==> src/rtl/core/bdfe_pkg.sv <==
package bdfe_pkg;

   localparam int BEAM_COUNT = 64;
   localparam int BEAM_W = $clog2(BEAM_COUNT);
   localparam int QUEUE_DEPTH_DEFAULT = 2;

   localparam logic [16:0] Q_ONE = 17'd32768;
   localparam logic [15:0] Q_ONE16 = 16'd32768;
   localparam logic [32:0] Q_HALF = 33'd16384;

   localparam logic [BEAM_W-1:0] CENTER_FIRST = BEAM_W'(22);
   localparam logic [BEAM_W-1:0] CENTER_END = BEAM_W'(42);
   localparam logic [BEAM_W-1:0] EDGE_SPAN = BEAM_W'(12);
   localparam logic [BEAM_W-1:0] EDGE_START = BEAM_W'(BEAM_COUNT - 12);
   localparam logic [BEAM_W-1:0] LAST_BEAM = BEAM_W'(BEAM_COUNT - 1);

   localparam logic [7:0] SUMMARY_BASE = 8'd128;
   localparam logic [3:0] SUMMARY_LAST = 4'd15;

   localparam int CSR_INDEX_W = 3;
   localparam int CSR_DATA_W = 16;
   localparam logic [CSR_INDEX_W-1:0] CSR_RANGE_LIMIT = 3'd0;
   localparam logic [CSR_INDEX_W-1:0] CSR_CLOSING_FULL_SPEED = 3'd1;
   localparam logic [CSR_INDEX_W-1:0] CSR_DANGER_FLOOR = 3'd2;
   localparam logic [CSR_INDEX_W-1:0] CSR_COUNT_LEVEL_LOW = 3'd3;
   localparam logic [CSR_INDEX_W-1:0] CSR_COUNT_LEVEL_MID = 3'd4;
   localparam logic [CSR_INDEX_W-1:0] CSR_COUNT_LEVEL_HIGH = 3'd5;

   typedef struct packed {
      logic [15:0] range_limit;
      logic [14:0] closing_full_speed;
      logic [15:0] danger_floor;
      logic [15:0] count_level_low;
      logic [15:0] count_level_mid;
      logic [15:0] count_level_high;
   } csr_type;

   // One classified beam waiting for the back end.
   typedef struct packed {
      logic [BEAM_W-1:0] beam;
      logic              p_zero;
      logic [15:0]       p_num;
      logic [15:0]       p_den;
      logic              c_zero;
      logic              c_full;
      logic [15:0]       c_num;
      logic [15:0]       c_den;
   } item_type;

   function automatic logic [15:0] beam_gain(input logic [BEAM_W-1:0] beam);
      logic [15:0] g;
      case (beam)
         6'd0: g = 16'd568;     6'd1: g = 16'd731;     6'd2: g = 16'd935;
         6'd3: g = 16'd1185;    6'd4: g = 16'd1490;    6'd5: g = 16'd1857;
         6'd6: g = 16'd2297;    6'd7: g = 16'd2818;    6'd8: g = 16'd3429;
         6'd9: g = 16'd4138;    6'd10: g = 16'd4954;   6'd11: g = 16'd5881;
         6'd12: g = 16'd6926;   6'd13: g = 16'd8090;   6'd14: g = 16'd9372;
         6'd15: g = 16'd10769;  6'd16: g = 16'd12274;  6'd17: g = 16'd13875;
         6'd18: g = 16'd15558;  6'd19: g = 16'd17302;  6'd20: g = 16'd19085;
         6'd21: g = 16'd20881;  6'd22: g = 16'd22660;  6'd23: g = 16'd24389;
         6'd24: g = 16'd26038;  6'd25: g = 16'd27571;  6'd26: g = 16'd28957;
         6'd27: g = 16'd30165;  6'd28: g = 16'd31168;  6'd29: g = 16'd31942;
         6'd30: g = 16'd32468;  6'd31: g = 16'd32735;  6'd32: g = 16'd32735;
         6'd33: g = 16'd32468;  6'd34: g = 16'd31942;  6'd35: g = 16'd31168;
         6'd36: g = 16'd30165;  6'd37: g = 16'd28957;  6'd38: g = 16'd27571;
         6'd39: g = 16'd26038;  6'd40: g = 16'd24389;  6'd41: g = 16'd22660;
         6'd42: g = 16'd20881;  6'd43: g = 16'd19085;  6'd44: g = 16'd17302;
         6'd45: g = 16'd15558;  6'd46: g = 16'd13875;  6'd47: g = 16'd12274;
         6'd48: g = 16'd10769;  6'd49: g = 16'd9372;   6'd50: g = 16'd8090;
         6'd51: g = 16'd6926;   6'd52: g = 16'd5881;   6'd53: g = 16'd4954;
         6'd54: g = 16'd4138;   6'd55: g = 16'd3429;   6'd56: g = 16'd2818;
         6'd57: g = 16'd2297;   6'd58: g = 16'd1857;   6'd59: g = 16'd1490;
         6'd60: g = 16'd1185;   6'd61: g = 16'd935;    6'd62: g = 16'd731;
         6'd63: g = 16'd568;
         default: g = 16'd0;
      endcase
      return g;
   endfunction

endpackage

==> src/rtl/core/bdfe_if.sv <==
interface bdfe_req_if;
   logic        valid;
   logic        ready;
   logic [15:0] distance;
   logic signed [15:0] velocity;

   modport source (output valid, output distance, output velocity, input ready);
   modport sink (input valid, input distance, input velocity, output ready);
endinterface

interface bdfe_rsp_if;
   logic       valid;
   logic       ready;
   logic [7:0] feature_index;
   logic [15:0] feature_value;
   logic [6:0] feature_code;
   logic       frame_done;

   modport source (output valid, output feature_index, output feature_value,
                   output feature_code, output frame_done, input ready);
   modport sink (input valid, input feature_index, input feature_value,
                 input feature_code, input frame_done, output ready);
endinterface

==> src/rtl/core/beam_danger_feature_encoder_unit.sv <==
// Beam danger feature encoder.
// req_bus carries one beam word (distance, velocity) per handshake; the beams of
// a frame arrive in order, 64 per frame. rsp_bus returns per beam a danger word
// (index 0..63) and then a proximity word (index 64..127); after the last beam of
// a frame sixteen summary words follow (index 128..143), frame_done marking the last.
// csr_write_enable writes csr_write_data into the register csr_index selects;
// the user must write registers only while the block is idle; it does not check this.
// Per beam the back end takes the word from the queue, waits for the two radix-2
// dividers that run side by side, runs four multiply and rounding steps and emits
// the danger and proximity words; a frame end adds the summary steps.
// A small queue lets the front accept beams while the back end still works.
// When the receiver stalls, the output register holds its word and the back end
// waits; the queue fills and req_bus.ready drops.
// Reset restores the register defaults, clears the queue, the beam counter and all
// frame accumulators; no result is pending after reset.
module beam_danger_feature_encoder_unit
   import bdfe_pkg::*;
#(
   parameter int QUEUE_DEPTH = QUEUE_DEPTH_DEFAULT
)
(
   input  logic                   clock,
   input  logic                   reset,
   bdfe_req_if.sink               req_bus,
   bdfe_rsp_if.source             rsp_bus,
   input  logic                   csr_write_enable,
   input  logic [CSR_INDEX_W-1:0] csr_index,
   input  logic [CSR_DATA_W-1:0]  csr_write_data
);

   csr_type  csr_ff, csr_in;
   item_type push_item, head_item;
   logic     push, pop, queue_full, queue_empty;

   always_comb begin
      csr_in = csr_ff;
      if (csr_write_enable) begin
         case (csr_index)
            CSR_RANGE_LIMIT: csr_in.range_limit = csr_write_data;
            CSR_CLOSING_FULL_SPEED: csr_in.closing_full_speed = csr_write_data[14:0];
            CSR_DANGER_FLOOR: csr_in.danger_floor = csr_write_data;
            CSR_COUNT_LEVEL_LOW: csr_in.count_level_low = csr_write_data;
            CSR_COUNT_LEVEL_MID: csr_in.count_level_mid = csr_write_data;
            CSR_COUNT_LEVEL_HIGH: csr_in.count_level_high = csr_write_data;
            default: csr_in = csr_ff;
         endcase
      end
   end

   always_ff @(posedge clock) begin
      if (reset) begin
         csr_ff.range_limit <= 16'd6144;
         csr_ff.closing_full_speed <= 15'd6144;
         csr_ff.danger_floor <= 16'd8192;
         csr_ff.count_level_low <= 16'd1638;
         csr_ff.count_level_mid <= 16'd3277;
         csr_ff.count_level_high <= 16'd6554;
      end else begin
         csr_ff <= csr_in;
      end
   end

   bdfe_front u_front (
      .clock(clock), .reset(reset), .req_bus(req_bus), .csr(csr_ff),
      .queue_full(queue_full), .push(push), .item(push_item)
   );

   bdfe_queue #(.DEPTH(QUEUE_DEPTH)) u_queue (
      .clock(clock), .reset(reset), .push(push), .push_item(push_item),
      .pop(pop), .head_item(head_item), .full(queue_full), .empty(queue_empty)
   );

   bdfe_back u_back (
      .clock(clock), .reset(reset), .csr(csr_ff), .queue_empty(queue_empty),
      .head_item(head_item), .pop(pop), .rsp_bus(rsp_bus)
   );

endmodule

==> src/rtl/core/bdfe_front.sv <==
module bdfe_front
   import bdfe_pkg::*;
(
   input  logic          clock,
   input  logic          reset,
   bdfe_req_if.sink      req_bus,
   input  csr_type       csr,
   input  logic          queue_full,
   output logic          push,
   output item_type      item
);

   logic [BEAM_W-1:0] beam_ff, beam_in;
   logic [15:0] vraw;
   logic [15:0] approach;
   logic [15:0] full_speed;

   assign vraw = req_bus.velocity;
   assign approach = vraw[15] ? (16'd0 - vraw) : 16'd0;
   assign full_speed = {1'b0, csr.closing_full_speed};

   assign req_bus.ready = !queue_full;
   assign push = req_bus.valid && !queue_full;

   always_comb begin
      item.beam = beam_ff;
      item.p_zero = req_bus.distance >= csr.range_limit;
      item.p_num = csr.range_limit - req_bus.distance;
      item.p_den = csr.range_limit;
      item.c_zero = approach == 16'd0;
      item.c_full = approach >= full_speed;
      item.c_num = approach;
      item.c_den = full_speed;
   end

   // The beam number wraps with the frame; the last beam starts the next frame at zero.
   assign beam_in = push ? beam_ff + 1'b1 : beam_ff;

   always_ff @(posedge clock) begin
      if (reset) begin
         beam_ff <= '0;
      end else begin
         beam_ff <= beam_in;
      end
   end

endmodule

==> src/rtl/core/bdfe_queue.sv <==
module bdfe_queue
   import bdfe_pkg::*;
#(
   parameter int DEPTH = QUEUE_DEPTH_DEFAULT
)
(
   input  logic     clock,
   input  logic     reset,
   input  logic     push,
   input  item_type push_item,
   input  logic     pop,
   output item_type head_item,
   output logic     full,
   output logic     empty
);

   localparam int PW = $clog2(DEPTH);
   localparam int CW = $clog2(DEPTH + 1);

   item_type entries_ff [DEPTH];
   logic [PW-1:0] wptr_ff, wptr_in, rptr_ff, rptr_in;
   logic [CW-1:0] count_ff, count_in;

   assign full = count_ff == CW'(DEPTH);
   assign empty = count_ff == '0;
   assign head_item = entries_ff[rptr_ff];

   always_comb begin
      wptr_in = wptr_ff;
      rptr_in = rptr_ff;
      count_in = count_ff;
      if (push) begin
         wptr_in = (wptr_ff == PW'(DEPTH - 1)) ? '0 : wptr_ff + 1'b1;
      end
      if (pop) begin
         rptr_in = (rptr_ff == PW'(DEPTH - 1)) ? '0 : rptr_ff + 1'b1;
      end
      if (push && !pop) begin
         count_in = count_ff + 1'b1;
      end else if (pop && !push) begin
         count_in = count_ff - 1'b1;
      end
   end

   always_ff @(posedge clock) begin
      if (push) begin
         entries_ff[wptr_ff] <= push_item;
      end
   end

   always_ff @(posedge clock) begin
      if (reset) begin
         wptr_ff <= '0;
         rptr_ff <= '0;
         count_ff <= '0;
      end else begin
         wptr_ff <= wptr_in;
         rptr_ff <= rptr_in;
         count_ff <= count_in;
      end
   end

endmodule

==> src/rtl/core/bdfe_divider.sv <==
module bdfe_divider
   import bdfe_pkg::*;
(
   input  logic        clock,
   input  logic        reset,
   input  logic        start,
   input  logic [15:0] num,
   input  logic [15:0] den,
   output logic        busy,
   output logic [15:0] quotient
);

   // Computes floor((2*num*32768 + den) / (2*den)) for num < den, one quotient
   // bit per cycle. The upper half of the dividend is below the divisor, so only
   // the low 16 bits produce quotient bits.
   logic        busy_ff, busy_in;
   logic [4:0]  count_ff, count_in;
   logic [16:0] rem_ff, rem_in;
   logic [15:0] low_ff, low_in;
   logic [16:0] div_ff, div_in;
   logic [15:0] quo_ff, quo_in;
   logic [32:0] dividend;
   logic [17:0] trial;
   logic        take;

   assign dividend = {1'b0, num, 16'd0} + {17'd0, den};
   assign trial = {rem_ff, low_ff[15]};
   assign take = trial >= {1'b0, div_ff};
   assign busy = busy_ff;
   assign quotient = quo_ff;

   always_comb begin
      busy_in = busy_ff;
      count_in = count_ff;
      rem_in = rem_ff;
      low_in = low_ff;
      div_in = div_ff;
      quo_in = quo_ff;
      if (start) begin
         busy_in = 1'b1;
         count_in = 5'd16;
         rem_in = dividend[32:16];
         low_in = dividend[15:0];
         div_in = {den, 1'b0};
         quo_in = '0;
      end else if (busy_ff) begin
         rem_in = take ? 17'(trial - {1'b0, div_ff}) : trial[16:0];
         low_in = {low_ff[14:0], 1'b0};
         quo_in = {quo_ff[14:0], take};
         count_in = count_ff - 1'b1;
         if (count_ff == 5'd1) begin
            busy_in = 1'b0;
         end
      end
   end

   always_ff @(posedge clock) begin
      if (reset) begin
         busy_ff <= 1'b0;
         count_ff <= '0;
      end else begin
         busy_ff <= busy_in;
         count_ff <= count_in;
      end
   end

   always_ff @(posedge clock) begin
      rem_ff <= rem_in;
      low_ff <= low_in;
      div_ff <= div_in;
      quo_ff <= quo_in;
   end

endmodule

==> src/rtl/core/bdfe_back.sv <==
module bdfe_back
   import bdfe_pkg::*;
(
   input  logic     clock,
   input  logic     reset,
   input  csr_type  csr,
   input  logic     queue_empty,
   input  item_type head_item,
   output logic     pop,
   bdfe_rsp_if.source rsp_bus
);

   localparam logic [3:0] S_IDLE   = 4'd0;
   localparam logic [3:0] S_DIV    = 4'd1;
   localparam logic [3:0] S_MUL1   = 4'd2;
   localparam logic [3:0] S_MUL2   = 4'd3;
   localparam logic [3:0] S_MUL3   = 4'd4;
   localparam logic [3:0] S_ACC    = 4'd5;
   localparam logic [3:0] S_EMIT_D = 4'd6;
   localparam logic [3:0] S_EMIT_P = 4'd7;
   localparam logic [3:0] S_SUM_A  = 4'd8;
   localparam logic [3:0] S_SUM_B  = 4'd9;
   localparam logic [3:0] S_EMIT_S = 4'd10;

   // Reciprocals of 20 and 24 scaled by 2^24; the estimate is at most one low.
   localparam logic [19:0] RECIP_20 = 20'd838860;
   localparam logic [19:0] RECIP_24 = 20'd699050;

   logic [3:0]  state_ff, state_in;
   item_type    item_ff, item_in;
   logic [15:0] p_ff, p_in, c_ff, c_in;
   logic [31:0] prodp_ff, prodp_in, prodf_ff, prodf_in, proddv_ff, proddv_in;
   logic [15:0] pv_ff, pv_in, f_ff, f_in, dv_ff, dv_in;
   logic [39:0] cen_prod_ff, cen_prod_in, edge_prod_ff, edge_prod_in;
   logic [15:0] cen_q_ff, cen_q_in, edge_q_ff, edge_q_in;
   logic [3:0]  sum_k_ff, sum_k_in;

   logic [15:0] top_ff [4];
   logic [15:0] top_in [4];
   logic [15:0] wmax_ff [5];
   logic [15:0] wmax_in [5];
   logic [6:0]  lvl_ff [3];
   logic [6:0]  lvl_in [3];
   logic [21:0] dsum_ff, dsum_in, psum_ff, psum_in;
   logic [19:0] csum_ff, csum_in, esum_ff, esum_in;

   logic        rsp_valid_ff, rsp_valid_in;
   logic [7:0]  rsp_index_ff, rsp_index_in;
   logic [15:0] rsp_value_ff, rsp_value_in;
   logic [6:0]  rsp_code_ff, rsp_code_in;
   logic        rsp_done_ff, rsp_done_in;

   logic        div_start, busy_p, busy_c;
   logic [15:0] q_p, q_c;
   logic [15:0] floor_q;
   logic        out_free, out_load, acc_en, acc_clear;
   logic [7:0]  out_index;
   logic [15:0] out_value;
   logic        out_done;
   logic [32:0] rnd_p, rnd_f, rnd_dv;
   logic [15:0] dv_new;
   logic [3:0]  gt;
   logic        in_center, in_edge, low_half;
   logic [19:0] cen_n, edge_n;
   logic [15:0] cen_q0, edge_q0;
   logic [20:0] cen_rem, edge_rem;
   logic [17:0] top_sum;
   logic [22:0] dsum_rnd, psum_rnd;
   logic [15:0] summary_value;
   logic [23:0] code_calc;

   bdfe_divider u_div_p (
      .clock(clock), .reset(reset), .start(div_start),
      .num(head_item.p_num), .den(head_item.p_den), .busy(busy_p), .quotient(q_p)
   );

   bdfe_divider u_div_c (
      .clock(clock), .reset(reset), .start(div_start),
      .num(head_item.c_num), .den(head_item.c_den), .busy(busy_c), .quotient(q_c)
   );

   assign floor_q = (csr.danger_floor > Q_ONE16) ? Q_ONE16 : csr.danger_floor;
   assign out_free = !rsp_valid_ff || rsp_bus.ready;

   assign rnd_p = {1'b0, prodp_ff} + Q_HALF;
   assign rnd_f = {1'b0, prodf_ff} + Q_HALF;
   assign rnd_dv = {1'b0, proddv_ff} + Q_HALF;
   assign dv_new = rnd_dv[30:15];

   assign in_center = (item_ff.beam >= CENTER_FIRST) && (item_ff.beam < CENTER_END);
   assign in_edge = (item_ff.beam < EDGE_SPAN) || (item_ff.beam >= EDGE_START);
   assign low_half = !item_ff.beam[BEAM_W-1];

   // The top list is kept in descending order, so the compare flags are monotone.
   always_comb begin
      for (int i = 0; i < 4; i++) begin
         gt[i] = dv_new > top_ff[i];
      end
   end

   assign cen_n = csum_ff + 20'd10;
   assign edge_n = esum_ff + 20'd12;
   assign cen_q0 = cen_prod_ff[39:24];
   assign edge_q0 = edge_prod_ff[39:24];
   assign cen_rem = {1'b0, cen_n} - ({1'b0, cen_q0, 4'd0} + {3'd0, cen_q0, 2'd0});
   assign edge_rem = {1'b0, edge_n} - ({1'b0, edge_q0, 4'd0} + {2'd0, edge_q0, 3'd0});

   assign top_sum = {2'd0, top_ff[0]} + {2'd0, top_ff[1]} + {2'd0, top_ff[2]}
                  + {2'd0, top_ff[3]} + 18'd2;
   assign dsum_rnd = {1'b0, dsum_ff} + 23'd32;
   assign psum_rnd = {1'b0, psum_ff} + 23'd32;

   always_comb begin
      case (sum_k_ff)
         4'd0: summary_value = top_ff[0];
         4'd1: summary_value = top_ff[1];
         4'd2: summary_value = top_sum[17:2];
         4'd3: summary_value = dsum_rnd[21:6];
         4'd4: summary_value = wmax_ff[0];
         4'd5: summary_value = wmax_ff[1];
         4'd6: summary_value = wmax_ff[2];
         4'd7: summary_value = wmax_ff[3];
         4'd8: summary_value = wmax_ff[4];
         4'd9: summary_value = psum_rnd[21:6];
         4'd10: summary_value = {lvl_ff[0], 9'd0};
         4'd11: summary_value = {lvl_ff[1], 9'd0};
         4'd12: summary_value = {lvl_ff[2], 9'd0};
         4'd13: summary_value = cen_q_ff;
         4'd14: summary_value = edge_q_ff;
         default: summary_value = Q_ONE16;
      endcase
   end

   always_comb begin
      state_in = state_ff;
      item_in = item_ff;
      p_in = p_ff;
      c_in = c_ff;
      prodp_in = prodp_ff;
      prodf_in = prodf_ff;
      proddv_in = proddv_ff;
      pv_in = pv_ff;
      f_in = f_ff;
      dv_in = dv_ff;
      cen_prod_in = cen_prod_ff;
      edge_prod_in = edge_prod_ff;
      cen_q_in = cen_q_ff;
      edge_q_in = edge_q_ff;
      sum_k_in = sum_k_ff;
      pop = 1'b0;
      div_start = 1'b0;
      out_load = 1'b0;
      out_index = {2'b00, item_ff.beam};
      out_value = dv_ff;
      out_done = 1'b0;
      acc_en = 1'b0;
      acc_clear = 1'b0;
      case (state_ff)
         S_IDLE: begin
            if (!queue_empty) begin
               pop = 1'b1;
               div_start = 1'b1;
               item_in = head_item;
               state_in = S_DIV;
            end
         end
         S_DIV: begin
            if (!busy_p && !busy_c) begin
               p_in = item_ff.p_zero ? 16'd0 : q_p;
               c_in = item_ff.c_zero ? 16'd0 : (item_ff.c_full ? Q_ONE16 : q_c);
               state_in = S_MUL1;
            end
         end
         S_MUL1: begin
            prodp_in = p_ff * beam_gain(item_ff.beam);
            prodf_in = 16'(Q_ONE - {1'b0, floor_q}) * c_ff;
            state_in = S_MUL2;
         end
         S_MUL2: begin
            pv_in = rnd_p[30:15];
            f_in = floor_q + rnd_f[30:15];
            state_in = S_MUL3;
         end
         S_MUL3: begin
            proddv_in = pv_ff * f_ff;
            state_in = S_ACC;
         end
         S_ACC: begin
            dv_in = dv_new;
            acc_en = 1'b1;
            state_in = S_EMIT_D;
         end
         S_EMIT_D: begin
            if (out_free) begin
               out_load = 1'b1;
               state_in = S_EMIT_P;
            end
         end
         S_EMIT_P: begin
            out_index = {2'b01, item_ff.beam};
            out_value = pv_ff;
            if (out_free) begin
               out_load = 1'b1;
               state_in = (item_ff.beam == LAST_BEAM) ? S_SUM_A : S_IDLE;
            end
         end
         S_SUM_A: begin
            cen_prod_in = cen_n * RECIP_20;
            edge_prod_in = edge_n * RECIP_24;
            state_in = S_SUM_B;
         end
         S_SUM_B: begin
            cen_q_in = (cen_rem >= 21'd20) ? cen_q0 + 1'b1 : cen_q0;
            edge_q_in = (edge_rem >= 21'd24) ? edge_q0 + 1'b1 : edge_q0;
            sum_k_in = '0;
            state_in = S_EMIT_S;
         end
         S_EMIT_S: begin
            out_index = SUMMARY_BASE + {4'd0, sum_k_ff};
            out_value = summary_value;
            out_done = sum_k_ff == SUMMARY_LAST;
            if (out_free) begin
               out_load = 1'b1;
               sum_k_in = sum_k_ff + 1'b1;
               if (sum_k_ff == SUMMARY_LAST) begin
                  acc_clear = 1'b1;
                  state_in = S_IDLE;
               end
            end
         end
         default: begin
            state_in = S_IDLE;
         end
      endcase
   end

   always_comb begin
      for (int i = 0; i < 4; i++) begin
         top_in[i] = top_ff[i];
      end
      for (int i = 0; i < 5; i++) begin
         wmax_in[i] = wmax_ff[i];
      end
      for (int i = 0; i < 3; i++) begin
         lvl_in[i] = lvl_ff[i];
      end
      dsum_in = dsum_ff;
      psum_in = psum_ff;
      csum_in = csum_ff;
      esum_in = esum_ff;
      if (acc_clear) begin
         for (int i = 0; i < 4; i++) begin
            top_in[i] = '0;
         end
         for (int i = 0; i < 5; i++) begin
            wmax_in[i] = '0;
         end
         for (int i = 0; i < 3; i++) begin
            lvl_in[i] = '0;
         end
         dsum_in = '0;
         psum_in = '0;
         csum_in = '0;
         esum_in = '0;
      end else if (acc_en) begin
         dsum_in = dsum_ff + {6'd0, dv_new};
         psum_in = psum_ff + {6'd0, pv_ff};
         if (in_center) begin
            csum_in = csum_ff + {4'd0, dv_new};
            if (dv_new > wmax_ff[0]) wmax_in[0] = dv_new;
            if (pv_ff > wmax_ff[4]) wmax_in[4] = pv_ff;
         end
         if (in_edge) begin
            esum_in = esum_ff + {4'd0, dv_new};
         end
         if (low_half) begin
            if (dv_new > wmax_ff[1]) wmax_in[1] = dv_new;
         end else begin
            if (dv_new > wmax_ff[2]) wmax_in[2] = dv_new;
         end
         if (pv_ff > wmax_ff[3]) wmax_in[3] = pv_ff;
         if ({1'b0, dv_new} >= {1'b0, csr.count_level_low}) lvl_in[0] = lvl_ff[0] + 1'b1;
         if ({1'b0, dv_new} >= {1'b0, csr.count_level_mid}) lvl_in[1] = lvl_ff[1] + 1'b1;
         if ({1'b0, dv_new} >= {1'b0, csr.count_level_high}) lvl_in[2] = lvl_ff[2] + 1'b1;
         top_in[0] = gt[0] ? dv_new : top_ff[0];
         for (int i = 1; i < 4; i++) begin
            top_in[i] = gt[i-1] ? top_ff[i-1] : (gt[i] ? dv_new : top_ff[i]);
         end
      end
   end

   assign code_calc = {1'b0, out_value, 7'd0} - {8'd0, out_value} + 24'd16384;

   always_comb begin
      rsp_valid_in = rsp_valid_ff;
      rsp_index_in = rsp_index_ff;
      rsp_value_in = rsp_value_ff;
      rsp_code_in = rsp_code_ff;
      rsp_done_in = rsp_done_ff;
      if (out_load) begin
         rsp_valid_in = 1'b1;
         rsp_index_in = out_index;
         rsp_value_in = out_value;
         rsp_code_in = code_calc[21:15];
         rsp_done_in = out_done;
      end else if (rsp_bus.ready) begin
         rsp_valid_in = 1'b0;
      end
   end

   assign rsp_bus.valid = rsp_valid_ff;
   assign rsp_bus.feature_index = rsp_index_ff;
   assign rsp_bus.feature_value = rsp_value_ff;
   assign rsp_bus.feature_code = rsp_code_ff;
   assign rsp_bus.frame_done = rsp_done_ff;

   always_ff @(posedge clock) begin
      if (reset) begin
         state_ff <= S_IDLE;
         rsp_valid_ff <= 1'b0;
         for (int i = 0; i < 4; i++) begin
            top_ff[i] <= '0;
         end
         for (int i = 0; i < 5; i++) begin
            wmax_ff[i] <= '0;
         end
         for (int i = 0; i < 3; i++) begin
            lvl_ff[i] <= '0;
         end
         dsum_ff <= '0;
         psum_ff <= '0;
         csum_ff <= '0;
         esum_ff <= '0;
         sum_k_ff <= '0;
      end else begin
         state_ff <= state_in;
         rsp_valid_ff <= rsp_valid_in;
         for (int i = 0; i < 4; i++) begin
            top_ff[i] <= top_in[i];
         end
         for (int i = 0; i < 5; i++) begin
            wmax_ff[i] <= wmax_in[i];
         end
         for (int i = 0; i < 3; i++) begin
            lvl_ff[i] <= lvl_in[i];
         end
         dsum_ff <= dsum_in;
         psum_ff <= psum_in;
         csum_ff <= csum_in;
         esum_ff <= esum_in;
         sum_k_ff <= sum_k_in;
      end
   end

   always_ff @(posedge clock) begin
      item_ff <= item_in;
      p_ff <= p_in;
      c_ff <= c_in;
      prodp_ff <= prodp_in;
      prodf_ff <= prodf_in;
      proddv_ff <= proddv_in;
      pv_ff <= pv_in;
      f_ff <= f_in;
      dv_ff <= dv_in;
      cen_prod_ff <= cen_prod_in;
      edge_prod_ff <= edge_prod_in;
      cen_q_ff <= cen_q_in;
      edge_q_ff <= edge_q_in;
      rsp_index_ff <= rsp_index_in;
      rsp_value_ff <= rsp_value_in;
      rsp_code_ff <= rsp_code_in;
      rsp_done_ff <= rsp_done_in;
   end

`ifndef SYNTH
   a_div_idle: assert property (@(posedge clock) disable iff (reset)
      (state_ff == S_IDLE) |-> (!busy_p && !busy_c))
      else $error("divider still busy while waiting for a word");

   a_top_sorted: assert property (@(posedge clock) disable iff (reset)
      (top_ff[0] >= top_ff[1]) && (top_ff[1] >= top_ff[2]) && (top_ff[2] >= top_ff[3]))
      else $error("top danger list out of order");

   a_danger_le_prox: assert property (@(posedge clock) disable iff (reset)
      (state_ff == S_EMIT_D) |-> (dv_ff <= pv_ff))
      else $error("danger exceeds proximity");

   a_done_last: assert property (@(posedge clock) disable iff (reset)
      (out_load && out_done) |=> (state_ff == S_IDLE && dsum_ff == '0))
      else $error("frame accumulators not cleared after last summary");
`endif

endmodule
==> src/flat_wrapper.sv <==
// flat-port wrapper written by rule: the top's interface ports become plain ports
module beam_danger_feature_encoder_unit_flat import bdfe_pkg::*;
#(
   parameter int QUEUE_DEPTH = QUEUE_DEPTH_DEFAULT
)
  (clock, reset, csr_write_enable, csr_index, csr_write_data, req_bus_valid, req_bus_distance, req_bus_velocity, req_bus_ready, rsp_bus_valid, rsp_bus_feature_index, rsp_bus_feature_value, rsp_bus_feature_code, rsp_bus_frame_done, rsp_bus_ready);
  bdfe_req_if req_bus_i ();
  bdfe_rsp_if rsp_bus_i ();
  input  logic clock;
  input  logic reset;
  input  logic csr_write_enable;
  input  logic [CSR_INDEX_W-1:0] csr_index;
  input  logic [CSR_DATA_W-1:0] csr_write_data;
  input wire logic [$bits(req_bus_i.valid)-1:0] req_bus_valid;
  input wire logic [$bits(req_bus_i.distance)-1:0] req_bus_distance;
  input wire logic [$bits(req_bus_i.velocity)-1:0] req_bus_velocity;
  output wire logic [$bits(req_bus_i.ready)-1:0] req_bus_ready;
  output wire logic [$bits(rsp_bus_i.valid)-1:0] rsp_bus_valid;
  output wire logic [$bits(rsp_bus_i.feature_index)-1:0] rsp_bus_feature_index;
  output wire logic [$bits(rsp_bus_i.feature_value)-1:0] rsp_bus_feature_value;
  output wire logic [$bits(rsp_bus_i.feature_code)-1:0] rsp_bus_feature_code;
  output wire logic [$bits(rsp_bus_i.frame_done)-1:0] rsp_bus_frame_done;
  input wire logic [$bits(rsp_bus_i.ready)-1:0] rsp_bus_ready;
  assign req_bus_i.valid = req_bus_valid;
  assign req_bus_i.distance = req_bus_distance;
  assign req_bus_i.velocity = req_bus_velocity;
  assign req_bus_ready = req_bus_i.ready;
  assign rsp_bus_valid = rsp_bus_i.valid;
  assign rsp_bus_feature_index = rsp_bus_i.feature_index;
  assign rsp_bus_feature_value = rsp_bus_i.feature_value;
  assign rsp_bus_feature_code = rsp_bus_i.feature_code;
  assign rsp_bus_frame_done = rsp_bus_i.frame_done;
  assign rsp_bus_i.ready = rsp_bus_ready;
  beam_danger_feature_encoder_unit #(.QUEUE_DEPTH(QUEUE_DEPTH)) u_core (.clock(clock), .reset(reset), .req_bus(req_bus_i), .rsp_bus(rsp_bus_i), .csr_write_enable(csr_write_enable), .csr_index(csr_index), .csr_write_data(csr_write_data));
endmodule
==> config.mk <==
export PLATFORM = sky130hd
export DESIGN_NAME = beam_danger_feature_encoder_unit_flat
export DESIGN_NICKNAME = d
export VERILOG_FILES = /design/src/rtl/core/bdfe_pkg.sv /design/src/rtl/core/bdfe_if.sv /design/src/rtl/core/beam_danger_feature_encoder_unit.sv /design/src/rtl/core/bdfe_front.sv /design/src/rtl/core/bdfe_queue.sv /design/src/rtl/core/bdfe_divider.sv /design/src/rtl/core/bdfe_back.sv /design/src/flat_wrapper.sv
export SDC_FILE = /design/constraint.sdc
export NUM_CORES = 2
export LEC_CHECK = 0
export BUFFER_PORTS_ARGS = -buffer_cell sky130_fd_sc_hd__clkbuf_2
export CORE_UTILIZATION = 25
export DETAILED_ROUTE_END_ITERATION = 12
export GPL_TIMING_DRIVEN = 0
export PLACE_DENSITY = 0.47
export SYNTH_ARGS = -nofsm -noshare
export SYNTH_HDL_FRONTEND = slang
export SYNTH_SLANG_ARGS = --single-unit
export TNS_END_PERCENT = 10
==> constraint.sdc <==
create_clock -name clock -period 9.9 [get_ports clock]
set_input_delay 1.98 -clock clock [delete_from_list [all_inputs] [get_ports clock]]
set_output_delay 1.98 -clock clock [all_outputs]
set_load 0.01 [all_outputs]
# --- Word-level counts from Yosys, hierarchy flattened ---
# Memories as Yosys holds them, arrays and structs flattened. A register that Yosys moved wholly into a read port is not among the register bits.
# Cells that the tools add are included.
# W data, S select, Z words.
word_totals:
  ff_bits: 663
  ramBits: 309
  rom_bits: 960
  inputBits: 56
  elab_cells: 318
  n_memories: 5
mem_list:
  columns: ["name", "depth", "width", "read_ports", "rd_clocked_by_memory_dff", "wr", "line", "source"]
  rows:
  - ["(name not given)", 64, 15, 1, 1, 0, "bdfe_pkg.sv:52", "case (beam)"]
  - ["u_core.u_queue.entries_ff", 2, 72, 1, 1, 1, "bdfe_queue.sv:20", "item_type entries_ff [DEPTH];"]
  - ["u_core.u_back.wmax_ff", 5, 16, 5, 0, 5, "bdfe_back.sv:40", "logic [15:0] wmax_ff [5];"]
  - ["u_core.u_back.top_ff", 4, 16, 4, 0, 4, "bdfe_back.sv:38", "logic [15:0] top_ff [4];"]
  - ["u_core.u_back.lvl_ff", 3, 7, 3, 0, 3, "bdfe_back.sv:42", "logic [6:0] lvl_ff [3];"]
classes:
  add_sub_neg: 43
  multipliers: 5
  order_cmp: 23
  eq_ne: 40
  muxes: 98
  bitwise: 13
  reduce_logical: 39
op_table:
  columns: ["op", "n"]
  rows:
  - ["$mux W16", 35]
  - ["$pmux W16 S15", 1]
  - ["$mux W80", 2]
  - ["$gt A16 B16 Y1", 9]
  - ["$mux W64", 2]
  - ["$mux W17", 6]
  - ["$add A31 B15 Y31 const B", 3]
  - ["$mul A16 B16 Y31", 3]
  - ["$add A32 B16 Y33", 2]
  - ["$ge A16 B16 Y1", 4]
  - ["$add A22 B16 Y22", 2]
  - ["$add A22 B6 Y22 const B", 2]
  - ["$eq A4 B4 Y1 const B", 11]
  - ["$pmux W4 S11", 1]
  - ["$ge A21 B5 Y1 const B", 2]
  - ["$mux W21", 2]
  - ["$mux W7", 6]
  - ["$sub A20 B21 Y21", 2]
  - ["$add A20 B16 Y20", 2]
  - ["$add A20 B4 Y20 const B", 2]
  - ["$mul A20 B19 Y39 const B", 1]
  - ["$mul A20 B18 Y38 const B", 1]
  - ["$ge A18 B17 Y1", 2]
  - ["$sub A17 B17 Y17", 2]
  - ["other kinds (59)", 156]

# --- Logic depth before layout (Yosys ltp) ---
# An unclocked memory read counts as a cell.
logic_depth:
  ltp_word: 9
  mapped_depth: 37
  depth_no_buf: 35

# --- Cells and area by module ---
# A second synthesis with hierarchy kept.
hier_totals:
  cells_unflattened: 9555
  hier_area_um2: 90914.7
by_module_without_submodules:
  columns: ["module", "n_inst", "cells_each", "area_each_um2", "seq_area_each_um2"]
  rows:
  - ["bdfe_back", 1, 7958, 71900.2, 12552.0]
  - ["bdfe_divider", 2, 339, 3753.6, 1911.8]
  - ["bdfe_queue", 1, 249, 5500.3, 4484.3]
  - ["beam_danger_feature_encoder_unit", 1, 355, 3817.4, 1901.8]
  - ["bdfe_front", 1, 315, 2189.6, 120.1]

# --- Worst setup path after synthesis ---
# No wires, ideal clock.
synth_path:
  kind: "flip-flop to flip-flop"
  from: "register u_core.csr_ff[51] in the netlist's numbering"
  to: "register u_core.u_back.prodf_ff[30], data pin"
  setup_ps: 260
  arrival_ps: 8229
  setup_slack_ps: 1411
  stages_incl_launch_ff: 35
  path_cell_list: "dfxtp_1 > nor3_1 > nand4b_1 > o31ai_1 > clkbuf_1 > and2_0 > clkbuf_1 > inv_1 > ha_1 > nand2_1 > or4_1 > or3_1 > or3_1 > a21oi_1 > clkbuf_1 > nand2_1 > fa_1 > fa_1 > inv_1 > fa_1 > fa_1 > fa_1 > inv_1 > fa_1 > inv_1 > ha_1 > or4_1 > nand3_1 > nor2_1 > a21oi_1 > o21ai_0 > o211a_1 > o21a_1 > nor2_1 > xnor2_1"
synth_via:
  elab_chain_cells: 4
synth_lines:
  columns: ["element", "line", "source"]
  rows:
  - ["start: declaration", "beam_danger_feature_encoder_unit.sv:31", "csr_type csr_ff, csr_in;"]
  - ["start signal: assignment", "beam_danger_feature_encoder_unit.sv:59", "csr_ff <= csr_in;"]
  - ["$gt A16 B16 Y1", "bdfe_back.sv:82", "assign floor_q = (csr.danger_floor > Q_ONE16) ? Q_ONE16 : csr.danger_floor;"]
  - ["$mux W16 *", "bdfe_back.sv:82", null]
  - ["$sub A16 B16 Y16 *", "bdfe_back.sv:176", "prodf_in = 16'(Q_ONE - {1'b0, floor_q}) * c_ff;"]
  - ["$mul A16 B16 Y31 *", "bdfe_back.sv:176", null]
  - ["end signal: assignment", "bdfe_back.sv:360", "prodf_ff <= prodf_in;"]
  - ["end: declaration", "bdfe_back.sv:32", "logic [31:0] prodp_ff, prodp_in, prodf_ff, prodf_in, proddv_ff, proddv_in;"]
# Mark *: on every way between the ends. The rest lies on a longest branch, timed or not.
# A chain may end at the register's enable or synchronous reset.

# --- Final worst setup path ---
layout_path:
  from: "register u_core.csr_ff[61] in the netlist's numbering"
  to: "register u_core.u_back.prodf_ff[30], data pin"
# The elaborated chain is that of the path after synthesis.

==> results.cfg <==
[route]
wl_met3_um = 12600
vias_per_cell = 4.57
antenna_violation_net_count_after_detailed_routing = 0
drt-initial-drc-count = 4627
totalWireLength_um = 275000
drt_first_pass_iters = 7
met2_wirelength_um = 126000
num_vias = 66400
dr.max_layer_used = met5
drc_errors = 0
drt-wirelength-per-cell_um = 19.0
m1WireLength_um = 129000

[grt]
grt-ovfl-total = 0
grt_first_pass_wirelength_um = 424000
grt_usage_pct = 15.5
grt_antenna_before_repair = 12
grt_max_degree = 54
vias_in_the_first_global_route = 67900

[sta]
relSlewSlack_pct = 1.74
finClkSkew_ps = 88.7
period_share_pct = 95.1
final_setup_violation_count = 0
tightest_pin_transition_ps = 1430
grt_setup_unrepaired = false
fmax_mhz = 106
min_period_ps = 9420
final-hold-violation-count = 0
maxSlewViolCount = 0

[finish]
final_common_cell = inv_1
multi_input_area_um2 = 58900
number_of_nets_in_the_finished_design = 11700
syn2layout_area_growth_pct = 12.5
finish.cell_count_without_fillers = 14500
final_cell_mix = 1,569 x inv_1, 1,069 x ha_1, 1,054 x nand2_1, 882 x fa_1, 542 x nor2_1
seq_area_um2 = 22800
num-fill-cells = 37600
final_layout_size_suffix_gt1_share_pct = 5.08

[synth]
async_reset_ff_share_pct = 0
prevailing_post_synth_register_cell = edfxtp_1
yosys_warnings = 0
synth_cell_types = 90
synth.avg_cell_area_um2 = 9.39
synth-edff-count = 477
post_syn_instances = 9438
synthesis.nets = 11400
synth_sequential_area_ratio_pct = 25.7
synth_seq_cells = 900
post_synth_instance_area_um2 = 88600

[clock_network]
cts_buffers = 108
holdBufCountCts = 0
htreeDepth = 3
cts_tree = done
clkLatencyLatePin_ps = 830
clock-sinks = 900
worst_setup_hold_path_clk_slew_ps = 60
cts-root-to-sink-buffers = 3
cts_root_buf = clkbuf_16

[setup_path]
timing.rr.start = u_core.csr_ff[61]
critPathMostFrequentCell = fa_1
worst-r2r-setup-slack_ps = 480
path_max_fanout = 10
worst_r2r_path_depth = 35
worst_path_max_delay_cell = or4_4
criticalPathCategory = flop to flop
type_of_destination_of_the_critical_path = flop
critical_path_required_ps = 10460
critical-path-max-stage-delay_ps = 550
cp-start-kind = flop
arrival_ps = 9980
r2r-end = u_core.u_back.prodf_ff[30]

[floorplanning]
num_rows = 218
fp.dieArea_um2 = 357000
die-width_um = 597
ioPinCount = 90
initial_utilization_pct = 25.1
core_area_um2 = 353000
die_height_um = 597

[placed_design]
place_congestion = 0.917
dp_hpwl_um = 221000
buffer_ports.inserted = 89
place_inst = 14300

[hold_path]
class_of_the_most_critical_hold_timing_path = flop to flop
cell_count_of_the_worst_hold_path = 2
worst_hold_path.endpoint = u_core.csr_ff[45]
hold_path_startpoint = u_core.csr_ff[45]

[run_status]
outcome = finished, final reports clean

[flow_run]
max-cap-violations = 0
cell type report:
class | count | share of cell area (%)
inverters | 1573 | 5.92
flip-flops and latches | 900 | 22.9
clock buffers | 143 | 2.96
repair buffers | 137 | 1.21
well taps | 4730 | 5.94
clock inverters | 62 | 0.653
diodes | 4 | 0.0100
multi-input cells | 6623 | 59.1
plain buffers | 341 | 1.35
registers in the layout, indices dropped and copies added (netlist names), 17 cells and up, named ones only:
name,count
u_core.u_queue.entries_ff,144
u_core.csr_ff,95
u_core.u_back.wmax_ff,80
u_core.u_back.top_ff,64
u_core.u_back.dsum_ff,22
u_core.u_back.psum_ff,22
u_core.u_back.lvl_ff,21
u_core.u_back.csum_ff,20
u_core.u_back.esum_ff,20
u_core.u_back.proddv_ff,17
u_core.u_back.prodf_ff,17
u_core.u_back.prodp_ff,17
u_core.u_back.u_div_c.rem_ff,17
u_core.u_back.u_div_p.rem_ff,17
cells in the mapped netlist (15+ instances only):
library cell	count	area share (%)
nand2b_1	63	0.44
o21ai_0	209	1.2
o31ai_1	21	0.18
o22ai_1	17	0.12
and4_1	15	0.15
buf_1	24	0.10
a21oi_1	412	2.3
a22oi_1	35	0.30
a221oi_1	37	0.37
o21a_1	65	0.55
nor4_1	25	0.18
fa_1	882	20
o211ai_1	28	0.24
dfxtp_1	423	9.6
nor2_1	545	2.3
or3_1	31	0.22
nand3_1	131	0.74
a21o_1	109	0.92
or2_2	23	0.16
nor2b_1	100	0.71
inv_1	1569	6.6
nand4_1	84	0.59
xnor2_1	253	2.5
edfxtp_1	477	16
o21bai_1	19	0.16
a21boi_0	18	0.15
nand3b_1	37	0.31
a211oi_1	88	0.75
and3_1	92	0.65
a311o_1	16	0.18
a31oi_1	39	0.28
clkbuf_1	301	1.3
and2_1	361	2.5
a2111oi_0	17	0.17
nor3_1	128	0.72
mux2i_1	190	2.1
ha_1	1069	15
xor2_1	128	1.3
mux2_2	89	1.1
nand2_1	1054	4.5
a211o_1	16	0.16
logic make-up after synthesis:
kind of cell,share of synthesized area [%]
xor+xnor,3.77
simple gates,14.6
flops,25.7
mux,3.32
fa+ha+maj,35.0
compound gates,9.45
buf+inv,8.15
per-layer routing:
layer	vias up	GRT usage [%]
met2	1527	25.6
met4	2	4.05
met5	-	0
met3	355	1.71
met1	32700	21.4
li1	31700	-
metrics by stage:
stage | setup TNS (ps) | area (µm²) | setup slack [ps] | hold slack [ps] | util [%]
after floorplan | 0 | 88600 | 1410 | 426 | -
after global placement | -15170 | 94900 | -1470 | 440 | 26.9
after detailed placement | -14800 | 95900 | -1450 | 447 | 27.2
after CTS | 0 | 99600 | 19.5 | 456 | 28.2
after global routing | 0 | 99700 | 18.1 | 469 | 28.3
final | 0 | 99700 | 481 | 454 | 28.3
worst max path at each step:
stage	from	cells past startpoint	slack, ps	end
2_1_floorplan	u_core.csr_ff[51]	34	1410	u_core.u_back.prodf_ff[30]
6_report	u_core.csr_ff[61]	35	480	u_core.u_back.prodf_ff[30]
4_1_cts	u_core.csr_ff[60]	35	20	u_core.u_back.prodf_ff[30]
3_3_place_gp	u_core.csr_ff[50]	35	-1470	u_core.u_back.prodf_ff[30]
3_5_place_dp	u_core.csr_ff[50]	35	-1450	u_core.u_back.prodf_ff[30]
5_1_grt	u_core.csr_ff[60]	36	20	u_core.u_back.prodf_ff[30]
worst max-delay path, delay by kind of cell, from the launching register on:
kind                       cells  cell delay (ps)
adders and majority gates      8             3520
xor gates and xnor gates       1               70
buffers and inverters          7              900
AOI/OAI and AO/OA              8             1710
DFF                            1              440
and+or+nand+nor               11             2510
timing repair:
action / CTS / global route
pin swaps: 2 / 1
resized for setup: 20 / 17
setup buffers: 2 / 2
endpoints found under the setup margin: 17 / 10
Power is not shown: default switching activity piles up to over one toggle a cycle in this logic, so the estimate is an artifact.
